## config.mk

```make
export PLATFORM = sky130hd
export DESIGN_NAME = smpq_cell
export DESIGN_NICKNAME = d
export VERILOG_FILES = /design/src/sv/smpq_pkg.sv /design/src/sv/smpq_cell.sv
export SDC_FILE = /design/constraint.sdc
export NUM_CORES = 1
export LEC_CHECK = 0
export ABC_AREA = 1
export BUFFER_PORTS_ARGS = -buffer_cell sky130_fd_sc_hd__buf_4
export CAP_MARGIN = 20
export CORE_ASPECT_RATIO = 1.5
export CORE_MARGIN = 3
export CORE_UTILIZATION = 47
export DETAILED_ROUTE_END_ITERATION = 16
export PLACE_DENSITY = 0.89
export SLEW_MARGIN = 20
export SYNTH_ARGS = -nofsm -noshare
export SYNTH_HDL_FRONTEND = slang
export SYNTH_SLANG_ARGS = --single-unit
```

## constraint.sdc

```tcl
create_clock -name clk -period 2.5 [get_ports clk]
set_input_delay 0.5 -clock clk [delete_from_list [all_inputs] [get_ports clk]]
set_output_delay 0.5 -clock clk [all_outputs]
set_load 0.1 [all_outputs]
```

## src/sv/smpq_pkg.sv

```systemverilog
`timescale 1ns / 1ps
`default_nettype none
// ----------------------------------------------------------------------------
// smpq_pkg
// Shared types, codes and helpers of the sorted minimum priority queue.
// ----------------------------------------------------------------------------
package smpq_pkg;

    localparam int DEPTH_DEFAULT = 64;
    localparam int VALUE_W       = 32;
    localparam int OCC_W         = 7;
    localparam int STATUS_W      = 2;
    localparam int OUT_TDATA_W   = 40;

    localparam logic [VALUE_W-1:0] VALUE_MIN = {1'b1, {(VALUE_W-1){1'b0}}};

    typedef enum logic
    {
        OP_INSERT = 1'b0,
        OP_DELETE = 1'b1
    } op_t;

    typedef enum logic [STATUS_W-1:0]
    {
        ST_DONE  = 2'd0,
        ST_FULL  = 2'd1,
        ST_EMPTY = 2'd2
    } status_t;

    typedef struct packed
    {
        logic                      ins;
        logic                      del;
        logic signed [VALUE_W-1:0] value;
    } cell_cmd_t;

    function automatic logic less_signed(input logic signed [VALUE_W-1:0] a,
                                         input logic signed [VALUE_W-1:0] b);
        return a < b;
    endfunction

endpackage
`default_nettype wire

```

## src/sv/smpq_cell.sv

```systemverilog
`timescale 1ns / 1ps
`default_nettype none
// ----------------------------------------------------------------------------
// smpq_cell
// One slot of the sorted row: keeps its entry, takes the new value or its
// lower neighbor's entry on insert, and its upper neighbor's entry on delete.
// ----------------------------------------------------------------------------
module smpq_cell
(
    input  wire logic                              clk,
    input  wire logic                              rst_n,
    input  wire smpq_pkg::cell_cmd_t               cmd,
    input  wire logic                              prev_valid,
    input  wire logic signed [smpq_pkg::VALUE_W-1:0] prev_value,
    input  wire logic                              next_valid,
    input  wire logic signed [smpq_pkg::VALUE_W-1:0] next_value,
    output logic                                   valid,
    output logic signed [smpq_pkg::VALUE_W-1:0]    value
);

    logic                              valid_reg;
    logic                              valid_next;
    logic signed [smpq_pkg::VALUE_W-1:0] value_reg;
    logic signed [smpq_pkg::VALUE_W-1:0] value_next;

    always_comb
    begin
        valid_next = valid_reg;
        value_next = value_reg;
        if (cmd.ins)
        begin
            valid_next = valid_reg | prev_valid;
            if (prev_valid && smpq_pkg::less_signed(cmd.value, prev_value))
            begin
                value_next = prev_value;
            end
            else if (!valid_reg || smpq_pkg::less_signed(cmd.value, value_reg))
            begin
                value_next = cmd.value;
            end
        end
        else if (cmd.del)
        begin
            valid_next = next_valid;
            value_next = next_value;
        end
    end

    always_ff @(posedge clk or negedge rst_n)
    begin
        if (!rst_n)
        begin
            valid_reg <= 1'b0;
        end
        else
        begin
            valid_reg <= valid_next;
        end
    end

    always_ff @(posedge clk)
    begin
        value_reg <= value_next;
    end

    assign valid = valid_reg;
    assign value = value_reg;

endmodule
`default_nettype wire

```

==> impl_metrics.json, run 1 <==
{
  "grt_start_max_net_pins": 35,
  "wirelength_mm": 12.19,
  "worstPathArrival_ns": 2.32,
  "critPathKind": "input pin to register",
  "timing.final.crit_share_pct": 92.54,
  "route.detailed.drc": 0,
  "firstDrtPassIters": 5,
  "use_met1_pct": 27.56,
  "pin_count": 135,
  "syn_to_final_growth_pct": 35.83,
  "synth_edf_count": 32,
  "dieArea_mm2": 0.009856,
  "synth_cell_types": 32,
  "synth_ff_type": "edfxtp_1",
  "h-tree-depth": 2,
  "crit_top_cell": "nand3_2",
  "core_mm2": 0.008413,
  "synthMuxAreaShare_pct": 0,
  "synthXorXnorAreaFrac_pct": 0,
  "wl_per_cell_um": 15.69,
  "dieWidth_um": 82.07,
  "place_hpwl_mm": 9.821,
  "min_path_type": "input pin to register",
  "timing.critical_path.fanout_max": 7,
  "placed_cell_area_mm2": 0.005339,
  "drive_gt1_share_pct": 37.76,
  "async_flop_share_pct": 3.030,
  "grt_use_total_pct": 25.09,
  "cts.clk_slew.worst_paths_ns": 0.05,
  "hold_viol": 0,
  "largest_register_ffs": 32,
  "max_slew.worst_pin.slew_ns": 0.4316,
  "clockBufferDepth": 2,
  "critPathMaxStageDelay_ns": 0.31,
  "synth_warnings": 0,
  "synth_compound_area_share_pct": 5.951,
  "drtIter0Drc": 279,
  "busiest_layer": "met2",
  "stdcell_count": 777,
  "synth.avg_cell_area_um2": 7.814,
  "slew_viol_final": 0,
  "synth_simple_gate_area_share_pct": 36.93,
  "required_ns": 2.51,
  "start_util_pct": 48.48,
  "timing.final.ws_setup_ns": 0.1864,
  "synthesis.instances": 522,
  "total_power_w": 0.003062,
  "critPathSlowestCell": "ha_1",
  "clock.fmax_mhz": 432.2,
  "die_h_um": 120.1,
  "antenna_cells": 0,
  "grt_pass1_vias": 4430,
  "row_count": 41,
  "nNetsFinal": 833,
  "clk_latency_ns": 0.27,
  "maxSlewHeadroom_pct": 71.23,
  "antenna_found_initial": 0,
  "pre_cts_slack_ns": -0.1022,
  "cts_buffers": 5,
  "use_met2_pct": 45.09,
  "root_buffer": "clkbuf_16",
  "max-vdd-ir-drop_v": 0.0004079,
  "globalRoute.totalOverflow": 0,
  "vias": 4179,
  "synth-seq-cells": 33,
  "yosysSeqAreaShare_pct": 24.17,
  "cp-end-kind": "register",
  "grt_pass1_wl_mm": 19.44,
  "crit_path_start_kind": "input pin",
  "post-route-util_pct": 65.85,
  "synth_area_mm2": 0.004079,
  "reg2reg_depth": 14,
  "port_buffers": 134,
  "stdcell_area_mm2": 0.005540,
  "placed_cells": 767,
  "status": "finished, final reports clean",
  "tritoncts": "built",
  "powerDensity_mw_per_mm2": 552.8,
  "viasPerCell": 5.378,
  "leakage_nw": 3.122,
  "rsz0062_at_grt": "yes",
  "period_needed_ns": 2.314,
  "place_congestion": 0.8815,
  "setup_viol": 0,
  "syn_nets": 686,
  "cts.sinks": 33,
  "cap_violations": 0,
  "grt_use_met3_pct": 3.529,
  "ant_nets": 0,
  "min_path_cells": 3,
  "path_cells": "buf_4 > ha_1 > a21oi_1 > nor2_1 > nor2_2 > nand3_2 > a21oi_4 > nand3_2 > nand3_4 > buf_4 > buf_12 > nand2_4 > nand3_2 > nand2_1",
  "synth_top_family_by_area": "simple AND/OR/NAND/NOR gates",
  "skew_ns": 0.005104,
  "synth_fa_ha_area_share_pct": 19.02,
  "fillers": 673
}
-- area by class of cell --
type | instances | area (um^2) | area share (%)
Clock buffer | 6 | 128.9 | 2.326
Multi-Input combinational cell | 356 | 2587 | 46.70
Tap cell | 107 | 133.9 | 2.416
Sequential cell | 33 | 985.9 | 17.80
Clock inverter | 2 | 10.01 | 0.1807
Timing Repair Buffer | 160 | 1266 | 22.85
Inverter | 113 | 427.9 | 7.724
-- layout by cell type, fill, tap and decap left out, drive strengths merged --
| master | instances |
|---|---|
| a31oi | 1 |
| clkbuf | 6 |
| nand3 | 39 |
| nor4 | 1 |
| ha | 62 |
| dfrtp | 1 |
| or2 | 1 |
| nand2 | 159 |
| a22oi | 1 |
| nor2 | 11 |
| o211ai | 1 |
| nand4 | 34 |
| a21oi | 29 |
| o21a | 2 |
| buf | 159 |
| inv | 111 |
| nand3b | 2 |
| edfxtp | 32 |
| clkinv | 3 |
| nor3 | 3 |
| clkinvlp | 1 |
| dlygate4sd3 | 1 |
| o21ai | 10 |
-- power breakdown --
part           total [W]  switching [W]  internal (W)
clock network   0.000583       0.000217      0.000365
registers       0.000774      0.0000564      0.000718
logic            0.00171        0.00116      0.000541
total            0.00306        0.00144       0.00162
-- through the flow --
step | hold WS, ns | TNS [ns]
after global routing | 0.5106 | -0.3679
after global placement | 0.2832 | -2.276
after detailed placement | 0.2828 | -4.227
after floorplan | 0.2044 | -15.21
after CTS | 0.4864 | 0
final | 0.4925 | 0
-- routing by layer --
metal | up-vias | part of all wire, %
li1 | 1989 | -
met1 | 1927 | 35
met2 | 208 | 53
met3 | 55 | 6.8
met4 | 0 | 4.7
met5 | - | 0
-- worst paths after layout --
path | from | to | slack [ns]
max in group asynchronous | rst_n | valid$_DFFE_PN0P_ | 1.86
worst max register to register | value[30]$_DFFE_PP_ | value[16]$_DFFE_PP_ | 0.23
worst min register to register | valid$_DFFE_PN0P_ | valid$_DFFE_PN0P_ | 0.61
worst max-delay path | cmd[21] | value[5]$_DFFE_PP_ | 0.19
worst min-delay path | next_valid | valid$_DFFE_PN0P_ | 0.49
min in group asynchronous | rst_n | valid$_DFFE_PN0P_ | 0.55
-- cell families (layout without fill, tap and decap cells) --
family	after synthesis	in the layout
simple gates	250	250
compound gates	44	44
fa+ha+maj	62	62
buf+inv	133	281
flops	33	33
-- worst max-delay path: cells and delay by family --
family	cells	cell delay, ns
adder cells (fa/ha/maj)	1	0.31
AND/OR/NAND/NOR	8	0.72
AO/OA/AOI/OAI	2	0.35
buffers and inverters	3	0.42
-- cells in the mapped netlist, drive strengths merged (3+ instances only) --
master / count / share of area, %
a21oi: 29 / 3.8
buf: 13 / 2.9
clkbuf: 7 / 0.64
edfxtp: 32 / 24
ha: 62 / 19
inv: 112 / 10
nand2: 159 / 20
nand3: 39 / 9.0
nand4: 34 / 5.2
nor2: 11 / 1.2
nor3: 3 / 0.49
o21ai: 10 / 1.2
-- repair_timing --
| action | 4_1_cts | 5_1_grt |
|---|---|---|
| resized for setup | 0 | 10 |
| buffers inserted | 0 | 1 |
| endpoints found under the hold margin | 1 | 0 |
| hold buffers | 1 | 0 |
| endpoints found under the setup margin | 0 | 32 |
(Power assumes the default switching activity.)
==> run 2, diff against run 1 <==
==> constraint.sdc (replaced) <==
create_clock -name clk -period 2 [get_ports clk]
set_input_delay 0.4 -clock clk [delete_from_list [all_inputs] [get_ports clk]]
set_output_delay 0.4 -clock clk [all_outputs]
set_load 0.1 [all_outputs]
==> run 2 against run 1 <==
Net effect:
- the flow now finishes with violations (setup timing)
- count of clock-buffer cells in the layout up 1
- die area unchanged
- final cell count grew 9.7%
- total power up 52%
- critical path type is now register to register
- critical endpoint is now value[12]$_DFFE_PP_
==> impl_metrics.json, run 2 (synthesis gave the netlist of run 1 again) <==
{
  "required_ns": 2.06,
  "final_cell_mix": "207 x buf_4, 109 x nand2_1, 81 x inv_1, 34 x nand4_1, 34 x nand2_4",
  "critPathKind": "register to register",
  "clk_latency_ns": 0.30,
  "worstPathArrival_ns": 2.48,
  "violations": "setup timing",
  "placed_cell_area_mm2": 0.005863,
  "vias": 4924,
  "ant_nets": 0,
  "core_mm2": 0.008413,
  "cts.clk_slew.worst_paths_ns": 0.06,
  "leakage_nw": 3.600,
  "route.detailed.drc": 0,
  "nNetsFinal": 908,
  "dieArea_mm2": 0.009856,
  "h-tree-depth": 2,
  "timing.final.ws_setup_ns": -0.4180,
  "syn_to_final_growth_pct": 67.70,
  "pre_cts_slack_ns": -0.4666,
  "viasPerCell": 5.779,
  "cap_violations": 0,
  "crit_top_cell": "nand2_1",
  "grt_pass1_vias": 4966,
  "total_power_w": 0.004654,
  "min_path_type": "input pin to register",
  "holdWs_ns": 0.3429,
  "grt_start_max_net_pins": 21,
  "timing.final.crit_share_pct": 120.9,
  "die_h_um": 120.1,
  "wirelength_mm": 17.47,
  "cts.sinks": 33,
  "port_buffers": 134,
  "antenna_cells": 0,
  "pin_count": 135,
  "max-vdd-ir-drop_v": 0.0004157,
  "cp-end-kind": "register",
  "maxSlewHeadroom_pct": 77.79,
  "skew_ns": 0.009608,
  "place_hpwl_mm": 10.41,
  "drtIter0Drc": 363,
  "clockBufferDepth": 2,
  "hp-start": "next_valid",
  "root_buffer": "clkbuf_16",
  "timing.rr.start": "value[1]$_DFFE_PP_",
  "globalRoute.totalOverflow": 0,
  "firstDrtPassIters": 6,
  "max_slew.worst_pin.slew_ns": 0.3331,
  "powerDensity_mw_per_mm2": 680.3,
  "cts_buffers": 5,
  "grt_use_total_pct": 31.54,
  "reg2reg_depth": 15,
  "grt_pass1_wl_mm": 23.44,
  "setup_viol": 64,
  "hold_end": "valid$_DFFE_PN0P_",
  "rsz0062_at_grt": "yes",
  "critPathMaxStageDelay_ns": 0.36,
  "start_util_pct": 48.48,
  "path_cells": "inv_1 > ha_1 > a21oi_1 > o21ai_2 > nand2_1 > nand2_1 > nand2_1 > nand2_2 > nand2_1 > nand3b_1 > nand2_1 > nand3b_1 > nand2_2 > clkinvlp_4 > clkbuf_16",
  "critPathSlowestCell": "edfxtp_1",
  "timing.critical_path.fanout_max": 6,
  "post-route-util_pct": 81.31,
  "period_needed_ns": 2.418,
  "largest_register_ffs": 32,
  "status": "finished, violations left",
  "slew_viol_final": 0,
  "rrSetupSlack_ns": -0.42,
  "antenna_found_initial": 0,
  "hold_viol": 0,
  "tritoncts": "built",
  "place_congestion": 0.8922,
  "dieWidth_um": 82.07,
  "clock.fmax_mhz": 413.6,
  "wl_per_cell_um": 20.50,
  "crit_path_start_kind": "register",
  "stdcell_area_mm2": 0.006840,
  "layout_commonest_cell": "buf_4",
  "drive_gt1_share_pct": 55.17,
  "min_path_cells": 3,
  "row_count": 41,
  "rr_endpoint": "value[12]$_DFFE_PP_"
}
-- run 2: worst max-delay path: cells and delay by family, from the launching register on --
kind            cells  cell delay (ns)
compound gates      2             0.36
simple gates        9             0.68
flops               1             0.36
fa+ha+maj           1             0.34
buf+inv             3             0.45
-- run 2: through the flow --
stage,std cells,TNS [ns]
floorplan,522,-31.21
global route,852,-28.53
detailed placement,820,-26.59
CTS,844,-8.888
finish,852,-21.84
global placement,820,-22.67
-- run 2: cell type report --
class                      instances  area, um^2
multi-input combinational        356        3077
inverter                         113       437.9
clock buffer                       7       152.6
sequential                        33       985.9
fill                             451        1573
clock inverter                     1       5.005
tap                              107       133.9
timing repair buffer             235        2048
-- run 2: how the worst max path moves through the flow --
| stage | startpoint | endpoint | slack, ns | cells past startpoint |
|---|---|---|---|---|
| 3_3_place_gp | prev_value[5] | value[14]$_DFFE_PP_ | -0.42 | 17 |
| 6_report | value[1]$_DFFE_PP_ | value[12]$_DFFE_PP_ | -0.42 | 15 |
| 2_1_floorplan | value[31]$_DFFE_PP_ | value[0]$_DFFE_PP_ | -0.98 | 13 |
| 4_1_cts | value[29]$_DFFE_PP_ | value[19]$_DFFE_PP_ | -0.25 | 14 |
| 3_5_place_dp | prev_value[9] | value[15]$_DFFE_PP_ | -0.47 | 15 |
| 5_1_grt | value[1]$_DFFE_PP_ | value[1]$_DFFE_PP_ | -0.56 | 16 |
-- run 2: per-layer routing --
metal  up-vias  wire length [um]  GRT usage (%)  part of all wire (%)
met5         -                 0              0                     0
met4         0              1521          24.64                   8.7
met3       137              1210          5.781                   6.9
met2       343              9139          55.52                    52
met1      2301              5593          31.02                    32
li1       2143                 -              -                     -
-- run 2: power by group --
part           switching [W]  total [W]  internal (W)  leakage (nW)
sequential         0.0000684   0.000965      0.000897         0.337
clock               0.000335   0.000863      0.000528        0.0799
combinational        0.00175    0.00283       0.00108          3.18
-- run 2: repair_timing --
item | in CTS | in global routing
cloned | 5 | 2
hold endpoints to repair | 1 | 0
pin swaps | 30 | 33
gates resized for setup | 68 | 53
buffers inserted | 10 | 12
setup endpoints to repair | 64 | 64
hold buffers | 1 | 0
==> run 3, diff against run 2 <==
--- a/config.mk
+++ b/config.mk
@@ -13,6 +13,7 @@
 export CORE_UTILIZATION = 47
 export DETAILED_ROUTE_END_ITERATION = 16
 export PLACE_DENSITY = 0.89
+export SETUP_SLACK_MARGIN = 0.2
 export SLEW_MARGIN = 20
 export SYNTH_ARGS = -nofsm -noshare
 export SYNTH_HDL_FRONTEND = slang
==> run 3 against run 2 <==
Net effect:
- the flow still finishes with violations (setup timing)
- via count fell by 1.3%
- count of clock-buffer cells in the layout rose by 1
- wire length fell by 3.9%
- critical path type unchanged
- clock power fell by 5.3%
==> impl_metrics.json, run 3 (synthesis gave the netlist of run 1 again) <==
{
  "status": "finished, violations left",
  "violations": "setup timing",
  "syn_to_final_growth_pct": 70.40,
  "final_cell_mix": "189 x buf_4, 106 x nand2_1, 81 x inv_1, 36 x nand2_4",
  "root_buffer": "clkbuf_16",
  "start_util_pct": 48.48,
  "route.detailed.drc": 0,
  "clk_latency_ns": 0.29,
  "total_power_w": 0.004608,
  "crit_top_cell": "nand2_1",
  "multi_input_area_mm2": 0.003045,
  "setup_viol": 64,
  "slew_viol_final": 0,
  "grt_pass1_vias": 5008,
  "leakage_nw": 3.647,
  "largest_register_ffs": 32,
  "cap_violations": 0,
  "max_slew.worst_pin.slew_ns": 0.6062,
  "pin_count": 135,
  "max-vdd-ir-drop_v": 0.0004517,
  "hp-start": "next_value[22]",
  "critPathMaxStageDelay_ns": 0.37,
  "grt_start_max_net_pins": 34,
  "critPathSlowestCell": "edfxtp_1",
  "drtIter0Drc": 273,
  "antenna_found_initial": 0,
  "h-tree-depth": 2,
  "rsz0062_at_grt": "yes",
  "layout_commonest_cell": "buf_4",
  "antenna_cells": 0,
  "timing.critical_path.fanout_max": 7,
  "drive_gt1_share_pct": 54.75,
  "vias": 4860,
  "critPathKind": "register to register",
  "startpoint": "value[31]$_DFFE_PP_",
  "clock.fmax_mhz": 394.2,
  "tritoncts": "built",
  "ant_nets": 0,
  "row_count": 41,
  "ff_latch_area_um2": 985.9,
  "port_buffers": 134,
  "timing.rr.start": "value[31]$_DFFE_PP_",
  "required_ns": 2.06,
  "cts.sinks": 33,
  "cts_buffers": 5,
  "worstPathArrival_ns": 2.59,
  "holdWs_ns": 0.3847,
  "maxSlewHeadroom_pct": 59.59,
  "place_hpwl_mm": 10.27,
  "grt_pass1_wl_mm": 23.47,
  "crit_path_start_kind": "register",
  "nNetsFinal": 910,
  "die_h_um": 120.1,
  "core_mm2": 0.008413,
  "min_path_type": "input pin to register",
  "wl_per_cell_um": 19.65,
  "period_needed_ns": 2.537,
  "cts.clk_slew.worst_paths_ns": 0.06,
  "wirelength_mm": 16.78,
  "viasPerCell": 5.691,
  "dieArea_mm2": 0.009856,
  "globalRoute.totalOverflow": 0,
  "firstDrtPassIters": 5,
  "hold_viol": 0,
  "timing.final.crit_share_pct": 126.8,
  "timing.final.ws_setup_ns": -0.5370,
  "grt_use_total_pct": 31.53,
  "fillers": 456,
  "clockBufferDepth": 2,
  "cp-end-kind": "register",
  "place_congestion": 0.9089,
  "path_cells": "inv_2 > ha_4 > nand2_4 > nor2_4 > nand4_1 > a31oi_1 > nor2_1 > nand2_1 > nand2_1 > nand2_1 > nand3b_1 > nand2_2 > clkinvlp_4 > buf_6 > clkbuf_16",
  "skew_ns": 0.01164,
  "powerDensity_mw_per_mm2": 662.9,
  "dieWidth_um": 82.07
}
==> run 3: cell count changes in the layout (fill, tap and decap cells not counted), sizes merged <==
cell / previous run / this run
buf: 231 / 234
clkinv: 2 / 1
==> run 3: power by group <==
group / switching [W] / leakage (nW) / internal, W
logic: 0.00173 / 3.24 / 0.00110
clock network: 0.000319 / 0.0712 / 0.000498
registers: 0.0000625 / 0.337 / 0.000896
total: 0.00211 / 3.65 / 0.00250
==> run 3: path summary, 6_finish.rpt <==
| check | cells past startpoint | slack, ns | endpoint |
|---|---|---|---|
| min in group asynchronous | 2 | 0.45 | valid$_DFFE_PN0P_ |
| max in group asynchronous | 2 | 1.46 | valid$_DFFE_PN0P_ |
| hold / removal | 3 | 0.38 | value[22]$_DFFE_PP_ |
| setup / recovery | 15 | -0.54 | value[27]$_DFFE_PP_ |
| hold reg to reg | 2 | 0.63 | valid$_DFFE_PN0P_ |
| setup reg to reg | 15 | -0.54 | value[27]$_DFFE_PP_ |
==> run 3: worst max-delay path, delay by kind of cell (launching register included) <==
kind | cells | cell delay [ns]
and+or+nand+nor | 9 | 0.94
buffers and inverters | 4 | 0.48
DFF | 1 | 0.37
AOI/OAI and AO/OA | 1 | 0.23
adders and majority gates | 1 | 0.28
==> run 3: area by class of cell <==
class	count	area share [%]
multi-input cells	356	43.82
well taps	107	1.926
clock buffers	8	2.106
repair buffers	237	31.23
flip-flops and latches	33	14.19
inverters	113	6.733
==> run 3: routing by layer <==
layer  GRT usage, %  routed length [um]  vias to the layer above
li1               -                   -                     2153
met1          30.67                5448                     2259
met2          57.79                8883                      333
met3          5.255                1137                      115
met4          21.41                1310                        0
met5              0                   0                        -
==> run 3: repair_timing <==
item                       CTS  global route
resized for setup           91            35
hold buffers                 1             0
pin swaps                   60            26
gates cloned                 5             2
setup endpoints to repair   64            64
hold endpoints to repair     1             0
buffers inserted            14             8
==> run 3: metrics by stage <==
| step | worst slack [ns] | setup TNS (ns) | instances | utilization, % | instance area, um^2 |
|---|---|---|---|---|---|
| global placement | -0.4020 | -23.38 | 816 | 70.29 | 5913 |
| global route | -0.5666 | -26.05 | 854 | 82.61 | 6950 |
| detailed placement | -0.5148 | -29.04 | 816 | 70.29 | 5913 |
| floorplan | -0.9754 | -31.21 | 522 | - | 4302 |
| finish | -0.5370 | -22.83 | 854 | 82.61 | 6950 |
| CTS | -0.3162 | -10.92 | 844 | 79.58 | 6695 |
